$ cat config.mk
export PLATFORM = sky130hd
export DESIGN_NAME = text_stream_display_filter_core
export DESIGN_NICKNAME = d
export VERILOG_FILES = /design/src/sv/tsdf_pkg.sv /design/src/sv/tsdf_front.sv /design/src/sv/tsdf_fifo.sv /design/src/sv/tsdf_back.sv /design/src/sv/text_stream_display_filter_core.sv
export VERILOG_INCLUDE_DIRS = /design/src /design/src/sv
export SDC_FILE = /design/constraint.sdc
export NUM_CORES = 1
export LEC_CHECK = 0
export BUFFER_PORTS_ARGS = -buffer_cell sky130_fd_sc_hd__buf_2
export CORE_UTILIZATION = 30
export CTS_BUF_LIST = sky130_fd_sc_hd__clkbuf_2
export CTS_CLUSTER_DIAMETER = 100
export DETAILED_ROUTE_END_ITERATION = 10
export SYNTH_ARGS = -nofsm -noshare
export SYNTH_HDL_FRONTEND = slang
export SYNTH_HIERARCHICAL = 1
export SYNTH_SLANG_ARGS = --single-unit
$ cat constraint.sdc
create_clock -name clk_i -period 4.3 [get_ports clk_i]
set_input_delay 0 -clock clk_i [delete_from_list [all_inputs] [get_ports clk_i]]
set_output_delay 0 -clock clk_i [all_outputs]
set_load 0.05 [all_outputs]
$ cat src/sv/text_stream_display_filter_core_macros.svh
// Assertion macros shared by the text stream display filter.
`ifndef TEXT_STREAM_DISPLAY_FILTER_CORE_MACROS_SVH
`define TEXT_STREAM_DISPLAY_FILTER_CORE_MACROS_SVH

`ifndef ASSERT_OFF
`define TSDF_ASSERT(lbl, clk, rst_n, prop) \
  lbl: assert property (@(posedge clk) disable iff (!rst_n) prop) \
    else $error("tsdf assertion failed");
`define TSDF_NEVER(lbl, clk, rst_n, cond) \
  lbl: assert property (@(posedge clk) disable iff (!rst_n) !(cond)) \
    else $error("tsdf forbidden condition seen");
`else
`define TSDF_ASSERT(lbl, clk, rst_n, prop)
`define TSDF_NEVER(lbl, clk, rst_n, cond)
`endif

`endif

$ cat src/sv/tsdf_pkg.sv
// Shared types, constants and functions of the text stream display filter.
package tsdf_pkg;

  localparam int NUMBER_DIGITS_DEF   = 10;
  localparam int MIN_FIELD_WIDTH_DEF = 6;
  localparam int FIFO_DEPTH          = 2;
  localparam int LIMIT_DIGITS        = 10;
  localparam int ADDR_W              = 5;

  localparam logic [2:0] REG_SQUEEZE_BLANK    = 3'd0;
  localparam logic [2:0] REG_NUMBER_NONBLANK  = 3'd1;
  localparam logic [2:0] REG_NUMBER_ALL       = 3'd2;
  localparam logic [2:0] REG_SHOW_ENDS        = 3'd3;
  localparam logic [2:0] REG_SHOW_TABS        = 3'd4;
  localparam logic [2:0] REG_SHOW_NONPRINTING = 3'd5;

  localparam logic [7:0] CH_NL       = 8'd10;
  localparam logic [7:0] CH_TAB      = 8'd9;
  localparam logic [7:0] CH_DEL      = 8'd127;
  localparam logic [7:0] CH_SPACE    = 8'h20;
  localparam logic [7:0] CH_ZERO     = 8'h30;
  localparam logic [7:0] CH_DOLLAR   = 8'h24;
  localparam logic [7:0] CH_CARET    = 8'h5e;
  localparam logic [7:0] CH_I        = 8'h49;
  localparam logic [7:0] CARET_SHIFT = 8'd64;
  localparam logic [7:0] CTRL_LOW_END  = 8'd8;
  localparam logic [7:0] CTRL_HIGH_BEG = 8'd11;
  localparam logic [7:0] CTRL_HIGH_END = 8'd31;
  localparam logic [3:0] BCD_NINE    = 4'd9;

  typedef struct packed {
    logic squeeze_blank;
    logic number_nonblank;
    logic number_all;
    logic show_ends;
    logic show_tabs;
    logic show_nonprinting;
  } cfg_t;

  typedef struct packed {
    logic [7:0] char_out;
    logic       caret;
    logic       dollar;
    logic       number;
  } ent_t;

  typedef struct packed {
    logic busy;
    logic step;
  } back_stat_t;

  // Digits of 2147483647, least significant first.
  function automatic logic [3:0] limit_digit(input int idx);
    logic [3:0] d;
    case (idx)
      0: d = 4'd7;
      1: d = 4'd4;
      2: d = 4'd6;
      3: d = 4'd3;
      4: d = 4'd8;
      5: d = 4'd4;
      6: d = 4'd7;
      7: d = 4'd4;
      8: d = 4'd1;
      9: d = 4'd2;
      default: d = 4'd0;
    endcase
    return d;
  endfunction

endpackage

$ cat src/sv/tsdf_front.sv
// Front end: accepts input beats, squeezes, counts lines and classifies bytes.
module tsdf_front #(
  parameter int NUMBER_DIGITS = tsdf_pkg::NUMBER_DIGITS_DEF
) (
  input  logic                         clk_i,
  input  logic                         rst_ni,
  input  tsdf_pkg::cfg_t               cfg_i,
  input  logic                         in_valid_i,
  output logic                         in_ready_o,
  input  logic [7:0]                   in_byte_i,
  input  logic                         file_start_i,
  output logic                         push_valid_o,
  input  logic                         push_ready_i,
  output tsdf_pkg::ent_t               push_ent_o,
  output logic [NUMBER_DIGITS-1:0][3:0] push_digits_o
);
  import tsdf_pkg::*;

  localparam bit HAS_MAX = (NUMBER_DIGITS >= LIMIT_DIGITS);

  logic [7:0]                    prev_q, prev_d, prev;
  logic [1:0]                    br_q, br_d, br;
  logic [NUMBER_DIGITS-1:0][3:0] dig_q, dig_d, dig, dig_inc, dig_n;
  logic                          sq_hit, drop, num_line, do_num;
  logic                          all_nine, at_max, carry, accept;
  logic                          tab_hit, ctrl_hit, del_hit;
  logic [7:0]                    c_tab, c_fin;

  assign in_ready_o = push_ready_i;
  assign accept     = in_valid_i && push_ready_i;

  always_comb begin
    prev = file_start_i ? CH_NL : prev_q;
    br   = file_start_i ? 2'd0 : br_q;
    dig  = file_start_i ? '0 : dig_q;

    sq_hit = cfg_i.squeeze_blank && (in_byte_i == CH_NL) && (prev == CH_NL);
    br_d   = sq_hit ? ((br == 2'd2) ? br : br + 2'd1) : 2'd0;
    drop   = sq_hit && (br_d == 2'd2);

    num_line = cfg_i.number_nonblank ? (in_byte_i != CH_NL) : cfg_i.number_all;
    do_num   = (prev == CH_NL) && num_line;

    all_nine = 1'b1;
    at_max   = HAS_MAX;
    carry    = 1'b1;
    for (int i = 0; i < NUMBER_DIGITS; i++) begin
      if (dig[i] != BCD_NINE) all_nine = 1'b0;
      if (dig[i] != limit_digit(i)) at_max = 1'b0;
      dig_inc[i] = carry ? ((dig[i] >= BCD_NINE) ? 4'd0 : dig[i] + 4'd1) : dig[i];
      carry      = carry && (dig[i] >= BCD_NINE);
    end
    dig_n = (do_num && !(all_nine || at_max)) ? dig_inc : dig;

    tab_hit  = cfg_i.show_tabs && (in_byte_i == CH_TAB);
    c_tab    = tab_hit ? CH_I : in_byte_i;
    ctrl_hit = cfg_i.show_nonprinting && ((c_tab <= CTRL_LOW_END) ||
               ((c_tab >= CTRL_HIGH_BEG) && (c_tab <= CTRL_HIGH_END)));
    del_hit  = cfg_i.show_nonprinting && (c_tab == CH_DEL);
    c_fin    = ctrl_hit ? c_tab + CARET_SHIFT : (del_hit ? c_tab - CARET_SHIFT : c_tab);

    prev_d = accept ? (drop ? prev : c_fin) : prev_q;
    dig_d  = accept ? (drop ? dig : dig_n) : dig_q;
    if (!accept) br_d = br_q;
  end

  assign push_valid_o           = in_valid_i && !drop;
  assign push_ent_o.char_out    = c_fin;
  assign push_ent_o.caret       = tab_hit || ctrl_hit || del_hit;
  assign push_ent_o.dollar      = cfg_i.show_ends && (in_byte_i == CH_NL);
  assign push_ent_o.number      = do_num;
  assign push_digits_o          = dig_n;

  always_ff @(posedge clk_i or negedge rst_ni) begin
    if (!rst_ni) begin
      prev_q <= CH_NL;
      br_q   <= 2'd0;
      dig_q  <= '0;
    end else begin
      prev_q <= prev_d;
      br_q   <= br_d;
      dig_q  <= dig_d;
    end
  end

endmodule

$ cat src/sv/tsdf_fifo.sv
// Small register queue between the front and back ends.
module tsdf_fifo #(
  parameter int WIDTH = 8,
  parameter int DEPTH = tsdf_pkg::FIFO_DEPTH
) (
  input  logic             clk_i,
  input  logic             rst_ni,
  input  logic             wr_valid_i,
  output logic             wr_ready_o,
  input  logic [WIDTH-1:0] wr_data_i,
  output logic             rd_valid_o,
  input  logic             rd_ready_i,
  output logic [WIDTH-1:0] rd_data_o
);
  localparam int PW = $clog2(DEPTH);
  localparam int CW = $clog2(DEPTH + 1);
  localparam logic [PW-1:0] PTR_LAST = PW'(DEPTH - 1);
  localparam logic [CW-1:0] CNT_FULL = CW'(DEPTH);

  logic [WIDTH-1:0] mem_q [DEPTH];
  logic [PW-1:0]    wptr_q, wptr_d, rptr_q, rptr_d;
  logic [CW-1:0]    cnt_q, cnt_d;
  logic             wr_en, rd_en;

  assign wr_ready_o = (cnt_q != CNT_FULL);
  assign rd_valid_o = (cnt_q != '0);
  assign rd_data_o  = mem_q[rptr_q];
  assign wr_en      = wr_valid_i && wr_ready_o;
  assign rd_en      = rd_valid_o && rd_ready_i;

  always_comb begin
    wptr_d = wr_en ? ((wptr_q == PTR_LAST) ? '0 : wptr_q + PW'(1)) : wptr_q;
    rptr_d = rd_en ? ((rptr_q == PTR_LAST) ? '0 : rptr_q + PW'(1)) : rptr_q;
    cnt_d  = cnt_q + CW'(wr_en) - CW'(rd_en);
  end

  always_ff @(posedge clk_i or negedge rst_ni) begin
    if (!rst_ni) begin
      wptr_q <= '0;
      rptr_q <= '0;
      cnt_q  <= '0;
    end else begin
      wptr_q <= wptr_d;
      rptr_q <= rptr_d;
      cnt_q  <= cnt_d;
    end
  end

  always_ff @(posedge clk_i) begin
    if (wr_en) mem_q[wptr_q] <= wr_data_i;
  end

endmodule

$ cat src/sv/tsdf_back.sv
// Back end: expands each queued entry into output bytes, one per cycle unless the output stalls.
module tsdf_back #(
  parameter int NUMBER_DIGITS   = tsdf_pkg::NUMBER_DIGITS_DEF,
  parameter int MIN_FIELD_WIDTH = tsdf_pkg::MIN_FIELD_WIDTH_DEF
) (
  input  logic                          clk_i,
  input  logic                          rst_ni,
  input  logic                          in_valid_i,
  output logic                          in_ready_o,
  input  tsdf_pkg::ent_t                in_ent_i,
  input  logic [NUMBER_DIGITS-1:0][3:0] in_digits_i,
  output logic                          out_valid_o,
  input  logic                          out_ready_i,
  output logic [7:0]                    out_byte_o,
  output logic                          out_last_o,
  output tsdf_pkg::back_stat_t          stat_o
);
  import tsdf_pkg::*;

  localparam int CW = $clog2(NUMBER_DIGITS + 1);
  localparam int IW = $clog2(NUMBER_DIGITS);
  localparam logic [CW-1:0] MIN_W = CW'((MIN_FIELD_WIDTH > NUMBER_DIGITS) ?
                                        NUMBER_DIGITS : MIN_FIELD_WIDTH);

  localparam logic [2:0] PH_PAD   = 3'd0;
  localparam logic [2:0] PH_DIG   = 3'd1;
  localparam logic [2:0] PH_TAB   = 3'd2;
  localparam logic [2:0] PH_DOL   = 3'd3;
  localparam logic [2:0] PH_CARET = 3'd4;
  localparam logic [2:0] PH_CHAR  = 3'd5;

  logic                          busy_q, busy_d;
  logic [2:0]                    ph_q, ph_d;
  logic [CW-1:0]                 cnt_q, cnt_d, sig_q, sig_d, sig, width;
  ent_t                          ent_q, ent_d;
  logic [NUMBER_DIGITS-1:0][3:0] dig_q, dig_d;
  logic                          ov_q, ov_d, olast_q, olast_d;
  logic [7:0]                    obyte_q, obyte_d;
  logic                          load, step;
  logic [2:0]                    ph_tail;

  assign in_ready_o = !busy_q;
  assign load       = in_valid_i && !busy_q;
  assign step       = busy_q && (!ov_q || out_ready_i);

  always_comb begin
    sig = CW'(1);
    for (int i = 0; i < NUMBER_DIGITS; i++) begin
      if (in_digits_i[i] != 4'd0) sig = CW'(i + 1);
    end
    width = (sig > MIN_W) ? sig : MIN_W;
  end

  always_comb begin
    busy_d  = busy_q;
    ph_d    = ph_q;
    cnt_d   = cnt_q;
    sig_d   = sig_q;
    ent_d   = ent_q;
    dig_d   = dig_q;
    ov_d    = ov_q && !out_ready_i;
    obyte_d = obyte_q;
    olast_d = olast_q;
    ph_tail = ent_q.dollar ? PH_DOL : (ent_q.caret ? PH_CARET : PH_CHAR);

    if (load) begin
      busy_d = 1'b1;
      ent_d  = in_ent_i;
      dig_d  = in_digits_i;
      sig_d  = sig;
      if (in_ent_i.number) begin
        if (width > sig) begin
          ph_d  = PH_PAD;
          cnt_d = width - sig;
        end else begin
          ph_d  = PH_DIG;
          cnt_d = sig - CW'(1);
        end
      end else if (in_ent_i.dollar) begin
        ph_d = PH_DOL;
      end else if (in_ent_i.caret) begin
        ph_d = PH_CARET;
      end else begin
        ph_d = PH_CHAR;
      end
    end

    if (step) begin
      ov_d    = 1'b1;
      olast_d = 1'b0;
      case (ph_q)
        PH_PAD: begin
          obyte_d = CH_SPACE;
          if (cnt_q == CW'(1)) begin
            ph_d  = PH_DIG;
            cnt_d = sig_q - CW'(1);
          end else begin
            cnt_d = cnt_q - CW'(1);
          end
        end
        PH_DIG: begin
          obyte_d = CH_ZERO + {4'd0, dig_q[cnt_q[IW-1:0]]};
          if (cnt_q == '0) begin
            ph_d = PH_TAB;
          end else begin
            cnt_d = cnt_q - CW'(1);
          end
        end
        PH_TAB: begin
          obyte_d = CH_TAB;
          ph_d    = ph_tail;
        end
        PH_DOL: begin
          obyte_d = CH_DOLLAR;
          ph_d    = ent_q.caret ? PH_CARET : PH_CHAR;
        end
        PH_CARET: begin
          obyte_d = CH_CARET;
          ph_d    = PH_CHAR;
        end
        default: begin
          obyte_d = ent_q.char_out;
          olast_d = 1'b1;
          busy_d  = 1'b0;
        end
      endcase
    end
  end

  always_ff @(posedge clk_i or negedge rst_ni) begin
    if (!rst_ni) begin
      busy_q <= 1'b0;
      ph_q   <= PH_CHAR;
      ov_q   <= 1'b0;
    end else begin
      busy_q <= busy_d;
      ph_q   <= ph_d;
      ov_q   <= ov_d;
    end
  end

  always_ff @(posedge clk_i) begin
    cnt_q   <= cnt_d;
    sig_q   <= sig_d;
    ent_q   <= ent_d;
    dig_q   <= dig_d;
    obyte_q <= obyte_d;
    olast_q <= olast_d;
  end

  assign out_valid_o = ov_q;
  assign out_byte_o  = obyte_q;
  assign out_last_o  = olast_q;
  assign stat_o.busy = busy_q;
  assign stat_o.step = step;

endmodule

$ cat src/sv/text_stream_display_filter_core.sv
// Top level of the text stream display filter with its register port.
//
// Raw text enters one byte per beat on the s_axis channel; tuser marks the
// first byte of a new file, which clears the line count and line state.
// Every input byte yields zero to NUMBER_DIGITS+3 output beats on m_axis,
// and tlast marks the final beat caused by that byte. A squeezed empty line
// gives no beat at all.
// The front end takes a byte every cycle while its two-entry queue has room.
// The back end loads an entry only while idle, then gives its output bytes
// one per cycle while m_axis is not stalled; a numbered line start first
// gives the padded number field and a tab. An accepted byte passes through
// the queue and the entry registers before the output register shows it.
// A stall on m_axis holds the output register, the back end waits, the queue
// fills and s_axis tready drops; no beat is lost.
// Reset clears the options, the line count and the queue. The options are
// set through the register port at byte addresses 0 to 20 and should only
// change while the block is idle.
module text_stream_display_filter_core #(
  parameter int NUMBER_DIGITS   = tsdf_pkg::NUMBER_DIGITS_DEF,
  parameter int MIN_FIELD_WIDTH = tsdf_pkg::MIN_FIELD_WIDTH_DEF
) (
  input  logic                        clk_i,
  input  logic                        rst_ni,
  input  logic                        s_axis_tvalid,
  output logic                        s_axis_tready,
  input  logic [7:0]                  s_axis_tdata,  // in_byte
  input  logic                        s_axis_tuser,  // file_start
  output logic                        m_axis_tvalid,
  input  logic                        m_axis_tready,
  output logic [7:0]                  m_axis_tdata,  // out_byte
  output logic                        m_axis_tlast,
  input  logic                        psel,
  input  logic                        penable,
  input  logic                        pwrite,
  input  logic [tsdf_pkg::ADDR_W-1:0] paddr,
  input  logic [31:0]                 pwdata,
  output logic [31:0]                 prdata,
  output logic                        pready
);
  import tsdf_pkg::*;

  `include "text_stream_display_filter_core_macros.svh"

  localparam int QW = $bits(ent_t) + 4 * NUMBER_DIGITS;

  cfg_t                          cfg_q, cfg_d;
  logic                          wr_en;
  logic                          push_valid, push_ready, pop_valid, pop_ready;
  ent_t                          push_ent, pop_ent;
  logic [NUMBER_DIGITS-1:0][3:0] push_digits, pop_digits;
  back_stat_t                    back_stat;

  assign pready = 1'b1;
  assign wr_en  = psel && penable && pwrite;

  always_comb begin
    cfg_d = cfg_q;
    if (wr_en) begin
      case (paddr[ADDR_W-1:2])
        REG_SQUEEZE_BLANK:    cfg_d.squeeze_blank    = pwdata[0];
        REG_NUMBER_NONBLANK:  cfg_d.number_nonblank  = pwdata[0];
        REG_NUMBER_ALL:       cfg_d.number_all       = pwdata[0];
        REG_SHOW_ENDS:        cfg_d.show_ends        = pwdata[0];
        REG_SHOW_TABS:        cfg_d.show_tabs        = pwdata[0];
        REG_SHOW_NONPRINTING: cfg_d.show_nonprinting = pwdata[0];
        default: ;
      endcase
    end
  end

  always_comb begin
    prdata = '0;
    case (paddr[ADDR_W-1:2])
      REG_SQUEEZE_BLANK:    prdata[0] = cfg_q.squeeze_blank;
      REG_NUMBER_NONBLANK:  prdata[0] = cfg_q.number_nonblank;
      REG_NUMBER_ALL:       prdata[0] = cfg_q.number_all;
      REG_SHOW_ENDS:        prdata[0] = cfg_q.show_ends;
      REG_SHOW_TABS:        prdata[0] = cfg_q.show_tabs;
      REG_SHOW_NONPRINTING: prdata[0] = cfg_q.show_nonprinting;
      default:              prdata    = '0;
    endcase
  end

  always_ff @(posedge clk_i or negedge rst_ni) begin
    if (!rst_ni) begin
      cfg_q <= '0;
    end else begin
      cfg_q <= cfg_d;
    end
  end

  tsdf_front #(
    .NUMBER_DIGITS(NUMBER_DIGITS)
  ) u_front (
    .clk_i        (clk_i),
    .rst_ni       (rst_ni),
    .cfg_i        (cfg_q),
    .in_valid_i   (s_axis_tvalid),
    .in_ready_o   (s_axis_tready),
    .in_byte_i    (s_axis_tdata),
    .file_start_i (s_axis_tuser),
    .push_valid_o (push_valid),
    .push_ready_i (push_ready),
    .push_ent_o   (push_ent),
    .push_digits_o(push_digits)
  );

  tsdf_fifo #(
    .WIDTH(QW),
    .DEPTH(FIFO_DEPTH)
  ) u_fifo (
    .clk_i     (clk_i),
    .rst_ni    (rst_ni),
    .wr_valid_i(push_valid),
    .wr_ready_o(push_ready),
    .wr_data_i ({push_digits, push_ent}),
    .rd_valid_o(pop_valid),
    .rd_ready_i(pop_ready),
    .rd_data_o ({pop_digits, pop_ent})
  );

  tsdf_back #(
    .NUMBER_DIGITS  (NUMBER_DIGITS),
    .MIN_FIELD_WIDTH(MIN_FIELD_WIDTH)
  ) u_back (
    .clk_i      (clk_i),
    .rst_ni     (rst_ni),
    .in_valid_i (pop_valid),
    .in_ready_o (pop_ready),
    .in_ent_i   (pop_ent),
    .in_digits_i(pop_digits),
    .out_valid_o(m_axis_tvalid),
    .out_ready_i(m_axis_tready),
    .out_byte_o (m_axis_tdata),
    .out_last_o (m_axis_tlast),
    .stat_o     (back_stat)
  );

  `TSDF_ASSERT(a_pop_loads_back, clk_i, rst_ni, (pop_valid && pop_ready) |=> back_stat.busy)
  `TSDF_ASSERT(a_busy_emits, clk_i, rst_ni, (back_stat.busy && !m_axis_tvalid) |-> back_stat.step)
  `TSDF_ASSERT(a_step_shows_beat, clk_i, rst_ni, back_stat.step |=> m_axis_tvalid)
  `TSDF_NEVER(a_ready_tracks_queue, clk_i, rst_ni, s_axis_tready != push_ready)

endmodule

Yosys cells after proc, flatten, opt, wreduce, memory -nomap -nowiden
Memories as Yosys holds them, arrays and structs flattened.
Index checks and enable logic that the tools add are counted.
{"block": "totals", "reg_bits": 132, "mem_bits_rw": 102, "wordCells": 266, "memories": 1}
{"block": "op_classes", "n_addsub": 22, "n_lt_le_gt_ge": 16, "n_eq_ne": 38, "muxes": 92, "reduce_logical": 56}
{"name": "u_fifo.mem_q", "depth": 2, "width": 51, "read_ports": 1, "rd_ports_with_merged_regs": 0, "write_ports": 1, "line_no": "tsdf_fifo.sv:20", "text": "logic [WIDTH-1:0] mem_q [DEPTH];"}
{"op": "2-to-1 mux 4 bit", "count": 35}
{"op": "2-to-1 mux 40 bit", "count": 3}
{"op": "inequality test 4 bit, second input constant", "count": 11}
{"op": "adder 4 x 1 -> 4 bit, second input constant", "count": 10}
{"op": "greater-or-equal comparator 4 bit, second input constant", "count": 10}
{"op": "2-to-1 mux 8 bit", "count": 5}
{"op": "one-hot mux 8 bit (5 select lines)", "count": 1}
{"op": "nonzero test 4 bit", "count": 9}
{"op": "2-to-1 mux 1 bit", "count": 33}
{"op": "logical AND 1 bit", "count": 26}
{"op": "equality test 8 x 4 -> 1 bit, second input constant", "count": 3}
{"op": "inequality test 4 x 3 -> 1 bit, second input constant", "count": 6}
{"op": "2-to-1 mux 3 bit", "count": 7}
{"op": "binary-select mux 4 bit (select 4 bit)", "count": 1}
{"op": "one-hot mux 3 bit (5 select lines)", "count": 1}
{"op": "equality test 3 x 2 -> 1 bit, second input constant", "count": 4}
{"op": "AND reduction 2 bit", "count": 6}
{"op": "subtractor 4 x 1 -> 4 bit, second input constant", "count": 3}
{"op": "equality test 3 bit, second input constant", "count": 3}
{"op": "adder 8 x 7 -> 8 bit, second input constant", "count": 1}
{"op": "equality test 8 x 7 -> 1 bit, second input constant", "count": 1}
{"op": "greater-or-equal comparator 8 x 4 -> 1 bit, second input constant", "count": 1}
{"op": "<= comparator 8 x 4 -> 1 bit, second input constant", "count": 1}
{"op": "<= comparator 8 x 5 -> 1 bit, second input constant", "count": 1}
{"op": "other kinds (26)", "count": 42}

Depth between registers and ports, before layout
An unclocked memory read counts as a cell.
{"block": "logic_depth", "ltp_word": 20, "depth_mapped": 18, "mapped_depth_nobuf": 16}

Cells and area by module
The synthesis kept the hierarchy.
{"module": "tsdf_front", "n_inst": 1, "cells_per_inst": 573, "area_each_um2": 4516.8}
{"module": "tsdf_fifo", "n_inst": 1, "cells_per_inst": 178, "area_each_um2": 4139.0}
{"module": "tsdf_back", "n_inst": 1, "cells_per_inst": 255, "area_each_um2": 3413.3}
{"module": "text_stream_display_filter_core", "n_inst": 1, "cells_per_inst": 64, "area_each_um2": 584.3}

Worst setup path before layout
Ideal clock, no wire load.
{"block": "synth_timing", "kind": "in2reg", "start": "input s_axis_tuser", "end": "memory u_fifo/mem_q[0][0] (netlist name), enable pin", "setup_ns": 0.460, "t_arrival_ns": 3.639, "slack_ns": 0.201, "stages": 9, "path_buffers": 2, "cell_sequence": "clkinv_1 clkbuf_1 clkbuf_1 nand2_1 ha_1 nand4b_1 and2_1 nand2_1 nor2_1"}
{"block": "synth_via", "elab_chain_len": 11, "word_cells_on_any_way": 15, "classes_between": "1 x add/sub; 3 x eq/ne; 6 x mux; 5 x reduce/logical"}
{"element": "start, declared", "line_no": "text_stream_display_filter_core.sv:27", "text": "input logic s_axis_tuser,"}
{"element": "2-to-1 mux 2 bit or 2-to-1 mux 8 bit (tied branches)", "line_no": "tsdf_front.sv:34, tsdf_front.sv:33"}
{"element": "adder 2 x 1 -> 2 bit (tied with other cells)", "line_no": "tsdf_front.sv:38", "text": "br_d = sq_hit ? ((br == 2'd2) ? br : br + 2'd1) : 2'd0;"}
{"element": "2-to-1 mux 2 bit or logical AND 1 bit (tied branches)", "line_no": "tsdf_front.sv:38, tsdf_front.sv:37"}
{"element": "2-to-1 mux 2 bit", "line_no": "tsdf_front.sv:38"}
{"element": "equality test 2 bit", "line_no": "tsdf_front.sv:39", "text": "drop = sq_hit && (br_d == 2'd2);"}
{"element": "logical AND 1 bit *", "line_no": "tsdf_front.sv:39"}
{"element": "logical NOT 1 bit *", "line_no": "tsdf_front.sv:67", "text": "assign push_valid_o = in_valid_i && !drop;"}
{"element": "logical AND 1 bit *", "line_no": "tsdf_front.sv:67"}
{"element": "via push_valid", "line_no": "text_stream_display_filter_core.sv:48", "text": "logic push_valid, push_ready, pop_valid, pop_ready;"}
{"element": "logical AND 1 bit *", "line_no": "tsdf_fifo.sv:28", "text": "assign wr_en = wr_valid_i && wr_ready_o;"}
{"element": "2-to-1 mux 1 bit *", "line_no": "tsdf_fifo.sv:50", "text": "if (wr_en) mem_q[wptr_q] <= wr_data_i;"}
{"element": "2-to-1 mux 1 bit (implied by the code) *", "line_no": "tsdf_fifo.sv:50"}
{"element": "end, declared", "line_no": "tsdf_fifo.sv:20"}
Mark *: on every way through the listed nets, which the timed path passes. The rest lies on a longest branch.

==> metrics <==
status complete, no violations; Iter 0 DRT Violations 549; synthesized area per cell 11.83 sq um; Tot Pwr 7399 uW; DR vias 8555; Die ar. 0.04295 sq mm; Leak 0.005499 uW; most frequent cells in the layout edfxtp_1, nand2_1, clkbuf_2; Clock power frac 19.6%; Area Growth Syn to Fin 11.57%; setup bufs post-CTS 0; Combinational Power Share 33.7%; clk sinks 234; HPWL Detailed 19900 um; antenna violations before repair 1; Max Cap Viol 0; total grt overflow 0; Vias/cell 4.897; core area 0.04120 sq mm; period utilization 88.92%; reg-to-reg slack, setup 480 ps; P_sw 2676 uW; Worst setup SP type flop; layout cell share with drive strength beyond 1 21.66%; Max Slew Vio Count 0; pwr dens 524.7 mW/mm^2; Ports 97; Cells after Synth 1068; worst-margin pin slew 1162 ps; RePlAce Congestion 0.8699; Fmax 261.5 MHz; Chip Width 207.3 um; clk slew on worst S/H paths 110 ps; row count 74; required time of the critical path 5090 ps; Critical Path Slowest Stage Cell nor4_1; post-route antenna net violation count 0; most common cell after layout, fill and taps aside edfxtp_1; Worst Path Max Fanout 30; Pint 4724 uW; CP peak stage delay 440 ps; switch share 36.16%; Peak VDD IR 0.2424 mV; fin crit period 3823 ps; chip height 207.3 um; Post-Syn Area 0.01264 sq mm; CP arrival 4610 ps; relative slew slack 21.53%; CTS root buffer clkbuf_2; DR WL/cell 16.48 um; latest clock arrival within the worst-skew pair 850 ps; Initial Util 30.67%; CP cell instances buf_12 -> mux2_4 -> nor4_1 -> nand2_1 -> a21o_1 -> nor2b_1 -> o21a_1 -> inv_1 -> ha_1 -> nand2_1 -> a211o_1 -> ha_1 -> nor2b_1 -> o21ai_0 -> a2111oi_0 -> a211o_1; Setup Viol. Count Final 0; Crit path max-delay family compound AO/OA/AOI/OAI gates; Final Hold Viols 0; final net count 1258; vias in the first global route 8570; Buf/Inv on CP 2; CTS resizes 0; # DRC 0; clock buffer depth 3; drt first pass iters 5; cts bufs inserted 58; CP Capture Type flop; H-Tree Depth 2; IO Port Bufs 31; crit path kind reg2reg; Fin Setup TNS 0 ps; CTS tree built; pin count of the biggest net entering global routing 52; Worst Hold Class in2reg; global-route usage over all layers 13.28%; DRT Wirelength 28800 um; Reg power frac 46.7%; Max Clock Skew 68.79 ps; RSZ-0062 raised after global routing false; first-pass GRT wire length 45730 um; final core utilization 34.22%; Warnings, synthesis 6
## state kept, by name (all words and copies together) (netlist names), 4 cells and up
name / cells
u_back/sig_q: 4
u_fifo/mem_q: 102
u_front/prev_q: 8
u_back/ent_q: 10
u_front/dig_q: 40
u_back/out_byte_o: 8
u_back/dig_q: 40
cfg_q: 6
u_back/cnt_q: 4
## cell type report
class	instances	area, sq um
fillers	4023	27100
clock inverters	14	62.56
multi-input cells	740	5379
repair buffers	84	673.1
clock buffers	94	470.5
inverters	48	180.2
flip-flops and latches	234	6668
diodes	1	2.502
well taps	532	665.6
## stage by stage
| stage | setup WS (ps) | hold slack, ps | instance area [sq um] | cells |
|---|---|---|---|---|
| after floorplan | 200.9 | -295.6 | 12750 | 1098 |
| after global placement | 500.4 | 168.3 | 13220 | 1604 |
| after detailed placement | 489.2 | 177.4 | 13220 | 1604 |
| after CTS | 445.5 | 63.55 | 14100 | 1746 |
| after global routing | 209.5 | 112.2 | 14100 | 1747 |
| final | 476.6 | 170.2 | 14100 | 1747 |
## routing by layer
metal  GRT usage, %  up-vias  share of wire [%]  routed length, um
met1          16.43     4128                 44              12660
met5              0        -                  0                  0
met3          2.678       63                5.0               1439
met2          22.57      221                 48              13840
li1               -     4143                  -                  -
met4          5.533        0                3.0                852
## path summary, 6_finish.rpt
kind / start / to / cells past startpoint
worst max register to register: u_fifo/rptr_q / u_back/cnt_q[3] / 16
worst min-delay path: s_axis_tdata[7] / u_front/prev_q[7] / 4
min in group asynchronous: rst_ni / u_back/ph_q[0] / 3
worst max-delay path: u_fifo/rptr_q / u_back/cnt_q[3] / 16
worst min register to register: u_front/prev_q[3] / u_front/prev_q[3] / 2
max in group asynchronous: rst_ni / u_front/prev_q[3] / 4
## power groups by stage
| stage | Combinational, uW | Clock, uW | Sequential (uW) |
|---|---|---|---|
| final | 2490 | 1450 | 3450 |
| after CTS | 2520 | 1530 | 3460 |
| after detailed placement | 2490 | 0 | 3510 |
| after floorplan | 1950 | 0 | 3490 |
| after global routing | 2700 | 1630 | 3520 |
| after global placement | 2460 | 0 | 3500 |
## repair_timing
action,4_1_cts,5_1_grt
hold endpoints to repair,160,0
hold buffers,34,0
setup endpoints to repair,0,0
## worst min-delay path: stages
cell	delay, ps
dlygate4sd3_1	520
buf_2	140
a31o_2	180
a22o_1	120
(Power assumes the default switching activity.)
